### config.mk
export PLATFORM = sky130hd
export DESIGN_NAME = pnpq_ctrl
export DESIGN_NICKNAME = d
export VERILOG_FILES = /design/src/sv/pnpq_pkg.sv /design/src/sv/pnpq_ctrl.sv
export SDC_FILE = /design/constraint.sdc
export NUM_CORES = 1
export LEC_CHECK = 0
export BUFFER_PORTS_ARGS = -buffer_cell sky130_fd_sc_hd__buf_4
export CAP_MARGIN = 20
export CORE_MARGIN = 5
export CORE_UTILIZATION = 35
export CTS_CLUSTER_DIAMETER = 200
export DETAILED_ROUTE_END_ITERATION = 10
export PLACE_DENSITY = 0.67
export SLEW_MARGIN = 20
export SYNTH_ARGS = -nofsm -noshare
export SYNTH_HDL_FRONTEND = slang
export SYNTH_SLANG_ARGS = --single-unit
### constraint.sdc
create_clock -name i_clk -period 2.1 [get_ports i_clk]
set_input_delay 0.105 -clock i_clk [delete_from_list [all_inputs] [get_ports i_clk]]
set_output_delay 0.105 -clock i_clk [all_outputs]
set_load 0.005 [all_outputs]
### src/sv/pnpq_pkg.sv
// per-node priority queue table: shared types, codes and defaults
// no dependencies; imported by every module of the block but pnpq_ram
package pnpq_pkg;

    localparam int NODES_DEF      = 32;
    localparam int PRIORITIES_DEF = 4;
    localparam int DEPTH_DEF      = 16;

    localparam logic [2:0] FN_INSERT = 3'd0;
    localparam logic [2:0] FN_REMOVE = 3'd1;
    localparam logic [2:0] FN_FIND   = 3'd2;
    localparam logic [2:0] FN_READ   = 3'd3;
    localparam logic [2:0] FN_ROUTE  = 3'd4;

    typedef struct packed {
        logic [2:0]  func;
        logic [5:0]  dest_id;
        logic [1:0]  pri;
        logic [3:0]  loc;
        logic        at_head;
        logic        via_route;
        logic [15:0] length;
        logic [31:0] tag;
        logic [5:0]  next_hop;
    } t_in_item;

    typedef struct packed {
        logic        status;
        logic [4:0]  location;
        logic [5:0]  queue_node;
        logic        entry_valid;
        logic [15:0] entry_length;
        logic [31:0] entry_tag;
    } t_out_item;

    typedef struct packed {
        logic        valid;
        logic [15:0] length;
        logic [31:0] tag;
    } t_slot;

    typedef enum logic [2:0] {
        K_DONE, K_PUT, K_HEAD, K_REM, K_FIND, K_GET
    } t_kind;

    typedef enum logic [1:0] {
        RS_IDX, RS_DEC, RS_INC
    } t_rsel;

    typedef enum logic [1:0] {
        WS_NEW, WS_RD, WS_CUR, WS_ZERO
    } t_wsel;

    typedef enum logic [1:0] {
        IX_HOLD, IX_INC, IX_DEC
    } t_idxop;

    typedef enum logic [3:0] {
        ST_CLEAR, ST_IDLE, ST_BASE, ST_SHIFT_RD, ST_SHIFT_WR, ST_PUT,
        ST_REM_RD, ST_REM_CUR, ST_REM_NEXT, ST_REM_CHK, ST_REM_END,
        ST_FIND_RD, ST_FIND_CHK, ST_GET_RD, ST_GET_CHK, ST_RESULT
    } t_state;

    typedef struct packed {
        logic   load;
        logic   base;
        logic   clr;
        logic   rd;
        t_rsel  rsel;
        logic   wr;
        t_wsel  wsel;
        t_idxop idx_op;
        logic   cur_load;
        logic   entry_load;
        logic   res;
    } t_cmd;

    typedef struct packed {
        t_kind kind;
        logic  idx_zero;
        logic  idx_one;
        logic  idx_last;
        logic  idx_end;
        logic  rd_valid;
        logic  clr_last;
        logic  out_free;
    } t_stat;

endpackage

### src/sv/pnpq_ctrl.sv
// controller: state machine sequencing store clearing, shifts, searches and results
// depends on pnpq_pkg
module pnpq_ctrl import pnpq_pkg::*; (
    input  logic  i_clk,
    input  logic  i_rst_n,
    input  logic  i_in_valid,
    output logic  o_in_stall,
    input  t_stat i_stat,
    output t_cmd  o_cmd
);

    t_state r_state, n_state;

    always_ff @(posedge i_clk) begin
        if (!i_rst_n) begin
            r_state <= ST_CLEAR;
        end else begin
            r_state <= n_state;
        end
    end

    always_comb begin
        n_state = r_state;
        unique case (r_state)
            ST_CLEAR:    if (i_stat.clr_last) n_state = ST_IDLE;
            ST_IDLE:     if (i_in_valid) n_state = ST_BASE;
            ST_BASE: begin
                unique case (i_stat.kind)
                    K_HEAD:  n_state = i_stat.idx_zero ? ST_PUT : ST_SHIFT_RD;
                    K_PUT:   n_state = ST_PUT;
                    K_REM:   n_state = ST_REM_RD;
                    K_FIND:  n_state = ST_FIND_RD;
                    K_GET:   n_state = ST_GET_RD;
                    default: n_state = ST_RESULT;
                endcase
            end
            ST_SHIFT_RD: n_state = ST_SHIFT_WR;
            ST_SHIFT_WR: n_state = i_stat.idx_one ? ST_PUT : ST_SHIFT_RD;
            ST_PUT:      n_state = ST_RESULT;
            ST_REM_RD:   n_state = ST_REM_CUR;
            ST_REM_CUR:  n_state = ST_REM_NEXT;
            ST_REM_NEXT: n_state = i_stat.idx_last ? ST_REM_END : ST_REM_CHK;
            ST_REM_CHK:  n_state = i_stat.rd_valid ? ST_REM_NEXT : ST_REM_END;
            ST_REM_END:  n_state = ST_RESULT;
            ST_FIND_RD:  n_state = i_stat.idx_end ? ST_RESULT : ST_FIND_CHK;
            ST_FIND_CHK: n_state = i_stat.rd_valid ? ST_FIND_RD : ST_RESULT;
            ST_GET_RD:   n_state = ST_GET_CHK;
            ST_GET_CHK:  n_state = ST_RESULT;
            ST_RESULT:   if (i_stat.out_free) n_state = ST_IDLE;
            default:     n_state = ST_CLEAR;
        endcase
    end

    always_comb begin
        o_cmd      = '0;
        o_cmd.rsel = RS_IDX;
        o_cmd.wsel = WS_ZERO;
        o_cmd.idx_op = IX_HOLD;
        o_in_stall = r_state != ST_IDLE;
        unique case (r_state)
            ST_CLEAR:    o_cmd.clr = 1'b1;
            ST_IDLE:     o_cmd.load = i_in_valid;
            ST_BASE:     o_cmd.base = 1'b1;
            ST_SHIFT_RD: begin
                o_cmd.rd   = 1'b1;
                o_cmd.rsel = RS_DEC;
            end
            ST_SHIFT_WR: begin
                o_cmd.wr     = 1'b1;
                o_cmd.wsel   = WS_RD;
                o_cmd.idx_op = IX_DEC;
            end
            ST_PUT: begin
                o_cmd.wr   = 1'b1;
                o_cmd.wsel = WS_NEW;
            end
            ST_REM_RD:   o_cmd.rd = 1'b1;
            ST_REM_CUR:  o_cmd.cur_load = 1'b1;
            ST_REM_NEXT: begin
                o_cmd.rd   = !i_stat.idx_last;
                o_cmd.rsel = RS_INC;
            end
            ST_REM_CHK: begin
                if (i_stat.rd_valid) begin
                    o_cmd.wr       = 1'b1;
                    o_cmd.wsel     = WS_RD;
                    o_cmd.cur_load = 1'b1;
                    o_cmd.idx_op   = IX_INC;
                end
            end
            ST_REM_END: begin
                o_cmd.wr   = 1'b1;
                o_cmd.wsel = WS_CUR;
            end
            ST_FIND_RD:  o_cmd.rd = !i_stat.idx_end;
            ST_FIND_CHK: if (i_stat.rd_valid) o_cmd.idx_op = IX_INC;
            ST_GET_RD:   o_cmd.rd = 1'b1;
            ST_GET_CHK:  o_cmd.entry_load = 1'b1;
            ST_RESULT:   o_cmd.res = i_stat.out_free;
            default: begin
            end
        endcase
    end

endmodule

# Word level (Yosys, flattened, before mapping)
# Cells that the tools add are included.
# totals
reg_bits	4
# op_classes
reduce_logical	6
eq_ne	24
n_mux	23
# ops
operator	count
4-bit one-hot mux with 14 select lines	1
4-bit equality test (second input constant)	8
4-bit one-hot mux with 5 select lines	1
4-bit by 3-bit equality test with 1-bit output (second input constant)	4
4-bit 2-to-1 mux	3
3-bit one-hot mux with 4 select lines	1
3-bit 2-to-1 mux	3
4-bit by 2-bit equality test with 1-bit output (second input constant)	2
3-bit by 2-bit equality test with 1-bit output (second input constant)	2
3-bit equality test (second input constant)	2
1-bit 2-to-1 mux	6
2-bit 2-to-1 mux	3
6-bit 2-to-1 mux	1
2-bit != test (second input constant)	3
2-bit one-hot mux with 3 select lines	1
3-bit OR reduction	2
4-bit by 1-bit equality test with 1-bit output (second input constant)	1
4-bit zero test	1
4-bit by 1-bit != test with 1-bit output (second input constant)	1
2-bit one-hot mux with 2 select lines	1
3-bit by 1-bit equality test with 1-bit output (second input constant)	1
1-bit one-hot mux with 3 select lines	1
3-bit AND reduction	1
1-bit zero test	2
1-bit one-hot mux with 2 select lines	1

# Logic depth before layout (Yosys ltp)
# Gate-level depths: netlist of run 1.
# depth
word_depth	3
depth_mapped	5

# Least setup slack after synthesis of run 1
# OpenSTA, ideal clock, no wires.
# synth_path
kind	flip-flop to flip-flop
startpoint	register r_state[0]
endpoint	register r_state[2]
setup_slack_ps	923
stages_incl_launch_ff	5
path_buffers	2
arrival_ps	1057
setup_ps	120
synth_period_minus_slack_ps	1177
path_cell_list	dfxtp_1 > buf_6 > buf_6 > a21oi_1 > o31a_1
# synth_via
elab_chain_len	3
elab_cells_between_ends	22
cone_classes	eq/ne (18); mux (1); reduce/logical (3)
# synth_lines
item	line	text
start: declaration	pnpq_ctrl.sv:12	t_state r_state, n_state;
start signal: assignment	pnpq_ctrl.sv:18	r_state <= n_state;
4-bit equality test, or another cell as far along	pnpq_ctrl.sv:24	unique case (r_state)
3-bit OR reduction (no source line) or 2-bit != test (tied branches)	n/a	
4-bit one-hot mux with 14 select lines or 3-bit AND reduction (tied branches)	n/a	
# Parallel ways exist; a longest one is shown, timed or not.
# A chain may end at the register's enable or synchronous reset.

==> results of run 1 <==
==> cell families (layout without fill, tap and decap cells) <==
logic type                Yosys count  count (layout)
and+or+nand+nor                    45              45
AOI/OAI and AO/OA                  28              28
buffers and inverters              11              36
DFF                                 4               4
xor gates and xnor gates            2               2
muxes                               1               1
==> per-layer routing <==
metal / vias up / routed length (µm) / track usage, %
met5: - / 0 / 0
met4: 0 / 9 / 3.83
met3: 2 / 156 / 4.79
met2: 36 / 748 / 18.4
met1: 317 / 813 / 16.7
li1: 390 / - / -
==> final cells by class <==
| class | count | share of cell area (%) |
|---|---|---|
| sequential | 4 | 9.16 |
| clock buffer | 3 | 2.58 |
| tap | 25 | 3.58 |
| inverter | 3 | 1.29 |
| multi-input combinational | 76 | 57.7 |
| timing repair buffer | 30 | 25.8 |
==> report_power, final <==
group          internal (mW)  switching [mW]
Clock                 0.0639          0.0319
Sequential            0.0801          0.0180
Combinational         0.0637          0.0479
Total                  0.208          0.0978
==> cell usage in the layout, fill, tap and decap left out, types with 2 or more instances in the layout <==
cell,n
dfxtp_1,4
clkbuf_4,3
o21ai_0,4
nand2b_1,4
nor4b_1,3
nor3_1,4
nor2_1,7
buf_4,30
nand2_1,6
nand3_1,2
a21boi_0,3
a21oi_1,6
nor2b_1,2
inv_1,3
and3_1,5
==> through the flow <==
stage / hold slack [ns] / total power, mW / std cells / utilization, % / instance area [µm²]
2_1_floorplan: 0.233 / 0.168 / 91 / - / 662
3_3_place_gp: 0.338 / 0.211 / 138 / 48.3 / 852
4_1_cts: 0.0988 / 0.311 / 141 / 49.6 / 875
3_5_place_dp: 0.349 / 0.211 / 138 / 48.3 / 852
6_report: 0.103 / 0.306 / 141 / 49.6 / 875
5_1_grt: 0.100 / 0.332 / 141 / 49.6 / 875
==> path summary, 6_finish.rpt <==
check,start,to
worst max register to register,r_state[2]$_SDFFE_PN0P_,r_state[1]$_SDFFE_PN0P_
worst min-delay path,i_rst_n,r_state[2]$_SDFFE_PN0P_
worst max-delay path,r_state[0]$_SDFFE_PN0P_,o_cmd[10]
worst min register to register,r_state[3]$_SDFFE_PN0P_,r_state[3]$_SDFFE_PN0P_
==> worst max-delay path, cell delays in order (launching register included) <==
cell     delay, ns
dfxtp_1       0.72
buf_4         0.27
xor2_1        0.20
a21oi_1       0.10
mux2i_1       0.14
buf_4         0.13
==> flow_metrics.tcl, run 1 <==
set metrics [dict create \
    syn_nets 104 \
    routedWlPerCell_um 12.3 \
    outcome "completed" \
    firstDrtPassIters 4 \
    die_y_um 53.5 \
    hold_buffers 0 \
    fmax_mhz 523 \
    vias 745 \
    largestRegisters "r_state (4)" \
    port_buffers 27 \
    place_ws_ns 0.444 \
    yosys.area_share.adder_pct 0 \
    die_area_um2 2860 \
    largest_reg_flops 4 \
    drive_above_1_share_pct 34.5 \
    ant_nets 0 \
    post_cts_resize_count 0 \
    fin_tns_setup_ns 0 \
    postCtsSetupBuffers 0 \
    syn_to_final_growth_pct 32.1 \
    wl_mm 1.73 \
    seq_area_um2 80.1 \
    async_flop_share_pct 0 \
    max-vdd-ir-drop_v 0.000308 \
    synth_edf_count 0 \
    muxShareOfSynthArea_pct 1.51 \
    syn_inst 91 \
    power_density_nw_per_um2 349 \
    root_buffer "clkbuf_4" \
    numCtsBuffers 3 \
    viasPerCell 5.28 \
    largest_register "r_state" \
    reg2reg_slack_ns 0.50 \
    cap_violations 0 \
    synth-simple-area-share_pct 41.8 \
    synth_top_area_share_pct 12.1 \
    synth_area_um2 662 \
    cts_buffer_depth 2 \
    synth_xor_area_share_pct 2.65 \
    synth_top_family_by_area "simple AND/OR/NAND/NOR gates" \
    start_util_pct 37.5 \
    grt_max_degree 22 \
    clk_latency_ns 0.24 \
    h-tree-depth 1 \
    drtIter0Drc 16 \
    synth-seq-area-share_pct 12.1 \
    total_leakage_power_nw 0.379 \
    cp_max_fo 19 \
    synth-seq-cells 4 \
    diodes 0 \
    slew_viol_final 0 \
    grt_pass1_vias 626 \
    cts_sinks 4 \
    timing.final.hold_violations 0 \
    place_hpwl_mm 1.32 \
    fin_crit_ns 1.91 \
    drc 0 \
    cts.clk_slew.worst_paths_ns 0.04 \
    cts_tree "yes" \
    grt_antenna_before_repair 0 \
    place_congestion 0.814 \
    grt_setup_unrepaired "false" \
    period_share_pct 91.0 \
    synthMostInstantiatedCell "nor2_1" \
    multiInputGateArea_um2 504 \
    min_path_type "primary input to register" \
    nNetsFinal 131 \
    worst-r2r-cell-count 4 \
    yosys_warnings 0 \
    ys_types 48 \
    critPathCaptureType "output pin" \
    avgSynthCellArea_um2 7.27 \
    layout_setup_ws_ns 0.189 \
    synth_compound_area_share_pct 30.2 \
    slew_headroom_pct 56.1 \
    worstHoldPathCells 2 \
    die_w_um 53.5 \
    cp-start-kind "register" \
    rows 15 \
    worst_pin_slew_ns 0.657 \
    grt_usage_pct 12.6 \
    critPathRequiredTime_ns 2.00 \
    skew_ns 0.00141 \
    core_area_um2 1760 \
    crit_arrival_ns 1.81 \
    synthFlopType "dfxtp_1" \
    criticalPathCategory "register to output pin" \
    setup_viol 0 \
    yosys-top-cells-area "dfxtp_1 (12%), buf_6 (5.1%), and3_1 (4.7%), a21oi_1 (4.5%), nor2_1 (4.0%)" \
    n_fill_cell 194 \
    synth_common_cells "nor2_1 (7), a21oi_1 (6), nand2_1 (6), and3_1 (5)" \
    overflow 0 \
    pin_count 28 \
    synth_top_area_cell "dfxtp_1" \
    grt_pass1_wl_mm 2.66 \
]
Power figures use the tool's default switching activity.
==> inputs of run 2 (changes only) <==
--- a/config.mk
+++ b/config.mk
@@ -8,10 +8,10 @@
 export BUFFER_PORTS_ARGS = -buffer_cell sky130_fd_sc_hd__buf_4
 export CAP_MARGIN = 20
 export CORE_MARGIN = 5
-export CORE_UTILIZATION = 35
+export CORE_UTILIZATION = 50
 export CTS_CLUSTER_DIAMETER = 200
 export DETAILED_ROUTE_END_ITERATION = 10
-export PLACE_DENSITY = 0.67
+export PLACE_DENSITY = 0.88
 export SLEW_MARGIN = 20
 export SYNTH_ARGS = -nofsm -noshare
 export SYNTH_HDL_FRONTEND = slang
==> flow_metrics.tcl, run 2 (synthesis gave the netlist of run 1 again) <==
set metrics [dict create \
    outcome "completed" \
    cts_sinks 4 \
    cts_tree "yes" \
    die_y_um 46.4 \
    viasPerCell 5.80 \
    wl_mm 1.75 \
    grt_setup_unrepaired "false" \
    cp_max_fo 20 \
    die_w_um 46.4 \
    critPathCaptureType "output pin" \
    layout_setup_ws_ns 0.289 \
    slew_headroom_pct 54.7 \
    total_leakage_power_nw 0.384 \
    vias 765 \
    start_util_pct 52.2 \
    fin_tns_setup_ns 0 \
    layout_common_cells "buf_4 (31), nor2_1 (7), nand2_1 (6), a21oi_1 (6), and3_1 (5)" \
    place_hpwl_mm 1.35 \
    clk_latency_ns 0.24 \
    path_buf_inv 2 \
    firstDrtPassIters 4 \
    power_density_nw_per_um2 356 \
    largest_reg_flops 4 \
    post_cts_resize_count 0 \
    fin_crit_ns 1.81 \
    rows 13 \
    grt_max_degree 21 \
    drtIter0Drc 28 \
    place_inst 129 \
    grt_antenna_before_repair 0 \
    cap_violations 0 \
    crit_path_top_delay_cell "dfxtp_1" \
    numCtsBuffers 3 \
    period_share_pct 86.2 \
    min_path_type "primary input to register" \
    skew_ns 0.00737 \
    nNetsFinal 132 \
    cp-start-kind "register" \
    largestRegisters "r_state (4)" \
    cts.clk_slew.worst_paths_ns 0.03 \
    grt_pass1_vias 644 \
    place_ws_ns 0.523 \
    crit_path_max_incr_delay_ns 0.74 \
    max-vdd-ir-drop_v 0.000319 \
    grt_usage_pct 18.0 \
    grt_pass1_wl_mm 2.77 \
    cts_buffer_depth 2 \
    crit_arrival_ns 1.71 \
    fmax_mhz 552 \
    overflow 0 \
    port_buffers 27 \
    power.total_mw 0.310 \
    h-tree-depth 1 \
    diodes 0 \
    setup_viol 0 \
    postCtsSetupBuffers 0 \
    cp_top_family "flip-flops" \
    drive_above_1_share_pct 35.0 \
    critPathRequiredTime_ns 2.00 \
    timing.final.hold_violations 0 \
    slew_viol_final 0 \
    pin_count 28 \
    hold_buffers 0 \
    largest_register "r_state" \
    drc 0 \
    criticalPathCategory "register to output pin" \
    ant_nets 0 \
    place_congestion 0.848 \
    routedWlPerCell_um 13.2 \
    root_buffer "clkbuf_4" \
    path_cells "inv_1, nor2_1, nand2_1, a21boi_0, buf_4" \
    worst_pin_slew_ns 0.678 \
    die_area_um2 2150 \
    core_area_um2 1270 \
    mostFrequentLayoutCell "buf_4" \
    layoutNonFillerInstCount 132 \
    syn_to_final_growth_pct 31.4 \
]
[run 2: report_power, final]
group | internal [mW] | leakage (nW) | total [mW] | switching [mW]
combinational | 0.0663 | 0.337 | 0.119 | 0.0525
sequential | 0.0801 | 0.0326 | 0.0951 | 0.0150
clock | 0.0639 | 0.0138 | 0.0956 | 0.0317
[run 2: path summary, 6_finish.rpt]
kind,startpoint,endpoint,slack [ns],cells past startpoint
worst min register to register,r_state[1]$_SDFFE_PN0P_,r_state[3]$_SDFFE_PN0P_,0.62,2
worst min-delay path,i_rst_n,r_state[2]$_SDFFE_PN0P_,0.11,2
worst max register to register,r_state[2]$_SDFFE_PN0P_,r_state[0]$_SDFFE_PN0P_,0.51,5
worst max-delay path,r_state[3]$_SDFFE_PN0P_,o_cmd[2],0.29,5
[run 2: per-layer routing]
layer | vias to the layer above | GRT usage (%) | part of all wire, %
met5 | - | 0 | 0
met4 | 0 | 2.84 | 0
met3 | 0 | 8.20 | 10
met2 | 29 | 28.8 | 47
met1 | 344 | 22.2 | 42
li1 | 392 | - | -
[run 2: cell type report]
type / instances / area, µm²
repair buffers: 31 / 233
inverters: 3 / 11.3
flip-flops and latches: 4 / 80.1
well taps: 15 / 18.8
fillers: 122 / 399
clock buffers: 3 / 22.5
multi-input cells: 76 / 504
[run 2: through the flow]
step           utilization (%)  hold WS [ns]  area [µm²]
2_1_floorplan                -         0.233         662
3_3_place_gp              66.8         0.341         847
3_5_place_dp              66.8         0.354         847
4_1_cts                   68.5         0.109         870
5_1_grt                   68.5        0.0992         870
6_report                  68.5         0.114         870
==> inputs of run 3 (changes only) <==
--- a/config.mk
+++ b/config.mk
@@ -5,13 +5,14 @@
 export SDC_FILE = /design/constraint.sdc
 export NUM_CORES = 1
 export LEC_CHECK = 0
+export ABC_CLOCK_PERIOD_IN_PS = 2100
 export BUFFER_PORTS_ARGS = -buffer_cell sky130_fd_sc_hd__buf_4
 export CAP_MARGIN = 20
 export CORE_MARGIN = 5
 export CORE_UTILIZATION = 50
 export CTS_CLUSTER_DIAMETER = 200
 export DETAILED_ROUTE_END_ITERATION = 10
-export PLACE_DENSITY = 0.88
+export PLACE_DENSITY = 0.83
 export SLEW_MARGIN = 20
 export SYNTH_ARGS = -nofsm -noshare
 export SYNTH_HDL_FRONTEND = slang
==> flow_metrics.tcl, run 3 (synthesis gave the netlist of run 1 again) <==
set metrics [dict create \
    firstDrtPassIters 5 \
    critPathRequiredTime_ns 2.00 \
    total_leakage_power_nw 0.379 \
    port_buffers 27 \
    layout_common_cells "buf_4 (30), nor2_1 (7), nand2_1 (6), a21oi_1 (6), and3_1 (5)" \
    diodes 0 \
    root_buffer "clkbuf_4" \
    p_comb_share_pct 35.9 \
    syn_to_final_growth_pct 30.2 \
    multiInputGateArea_um2 504 \
    ant_nets 0 \
    hold_buffers 0 \
    swShare_pct 32.6 \
    min_path_type "primary input to register" \
    worst_pin_slew_ns 0.673 \
    crit_arrival_ns 1.79 \
    power.total_mw 0.308 \
    reg2reg_slack_ns 0.50 \
    place_hpwl_mm 1.32 \
    timing.final.hold_violations 0 \
    seqPwrFrac_pct 31.6 \
    startpoint "r_state[0]$_SDFFE_PN0P_" \
    place_ws_ns 0.477 \
    final_util_pct 67.9 \
    skew_ns 0.00882 \
    rows 13 \
    cp-start-kind "register" \
    grt_max_degree 21 \
    overflow 0 \
    period_share_pct 90.0 \
    drive_above_1_share_pct 34.5 \
    place_inst 128 \
    pin_count 28 \
    cts_tree "yes" \
    setup_viol 0 \
    power.internal_mw 0.208 \
    largest_register "r_state" \
    cts_buffer_depth 2 \
    postCtsSetupBuffers 0 \
    r2r_end "r_state[1]$_SDFFE_PN0P_" \
    start_util_pct 52.2 \
    fin_crit_ns 1.89 \
    routedWlPerCell_um 13.0 \
    worstHoldPathCells 2 \
    grt_pass1_vias 707 \
    cap_violations 0 \
    drtIter0Drc 12 \
    viasPerCell 5.76 \
    wl_mm 1.71 \
    largestRegisters "r_state (4)" \
    numCtsBuffers 3 \
    criticalPathCategory "register to output pin" \
    drc 0 \
    p_switching_mw 0.101 \
    cts.clk_slew.worst_paths_ns 0.04 \
    cts_sinks 4 \
    hp-start "i_rst_n" \
    max-vdd-ir-drop_v 0.000314 \
    grt_pass1_wl_mm 2.90 \
    outcome "completed" \
    die_y_um 46.4 \
    worst-r2r-cell-count 5 \
    vias 755 \
    layout_setup_ws_ns 0.209 \
    grt_setup_unrepaired "false" \
    nNetsFinal 131 \
    core_area_um2 1270 \
    largest_reg_flops 4 \
    holdPathEnd "r_state[2]$_SDFFE_PN0P_" \
    place_congestion 0.841 \
    final_area_um2 862 \
    die_w_um 46.4 \
    rr_startpoint "r_state[0]$_SDFFE_PN0P_" \
    fmax_mhz 529 \
    hold_ws_ns 0.0910 \
    h-tree-depth 1 \
    n_fill_cell 118 \
    fin_tns_setup_ns 0 \
    p_clk_share_pct 32.5 \
    mostFrequentLayoutCell "buf_4" \
    clk_latency_ns 0.24 \
    grt_antenna_before_repair 0 \
    post_cts_resize_count 0 \
    slew_viol_final 0 \
    cp_max_fo 19 \
    power_density_nw_per_um2 358 \
    dpl_cell_area_um2 840 \
    die_area_um2 2150 \
    critPathCaptureType "output pin" \
    layoutNonFillerInstCount 131 \
    slew_headroom_pct 55.1 \
    seq_area_um2 80.1 \
    grt_usage_pct 18.5 \
]
==> run 3: area by class of cell <==
cell class / instances / area share [%]
Sequential cell: 4 / 9.29
Tap cell: 15 / 2.18
Clock buffer: 3 / 2.61
Inverter: 3 / 1.31
Timing Repair Buffer: 30 / 26.1
Multi-Input combinational cell: 76 / 58.5
==> run 3: power by group through the flow <==
stage	registers, mW	logic (mW)	clock network [mW]
after CTS	0.0973	0.111	0.101
after global routing	0.0994	0.124	0.112
after global placement	0.0981	0.109	0
after detailed placement	0.0985	0.111	0
final	0.0974	0.111	0.100
after floorplan	0.0870	0.0806	0
==> run 3: critical path, stage by stage (launching register included) <==
cell and delay (ns):
dfxtp_1 0.70, buf_4 0.27, xor2_1 0.18, a21oi_1 0.10
mux2i_1 0.17, buf_4 0.14
==> run 3: worst max-delay path by stage <==
| stage | endpoint | slack [ns] | cells past startpoint |
|---|---|---|---|
| 2_1_floorplan | r_state[2]$_SDFFE_PN0P_ | 0.92 | 4 |
| 3_3_place_gp | r_state[1]$_SDFFE_PN0P_ | 0.53 | 4 |
| 3_5_place_dp | o_cmd[10] | 0.48 | 5 |
| 4_1_cts | o_cmd[10] | 0.22 | 5 |
| 5_1_grt | o_cmd[10] | 0.03 | 5 |
| 6_report | o_cmd[10] | 0.21 | 5 |
==> run 3: layer usage <==
layer  vias to the layer above  share of wire (%)  track usage [%]
met5                         -                  0                0
met4                         0               0.35             6.82
met3                         2                7.0             3.52
met2                        24                 50             33.5
met1                       345                 43             20.9
li1                        384                  -                -
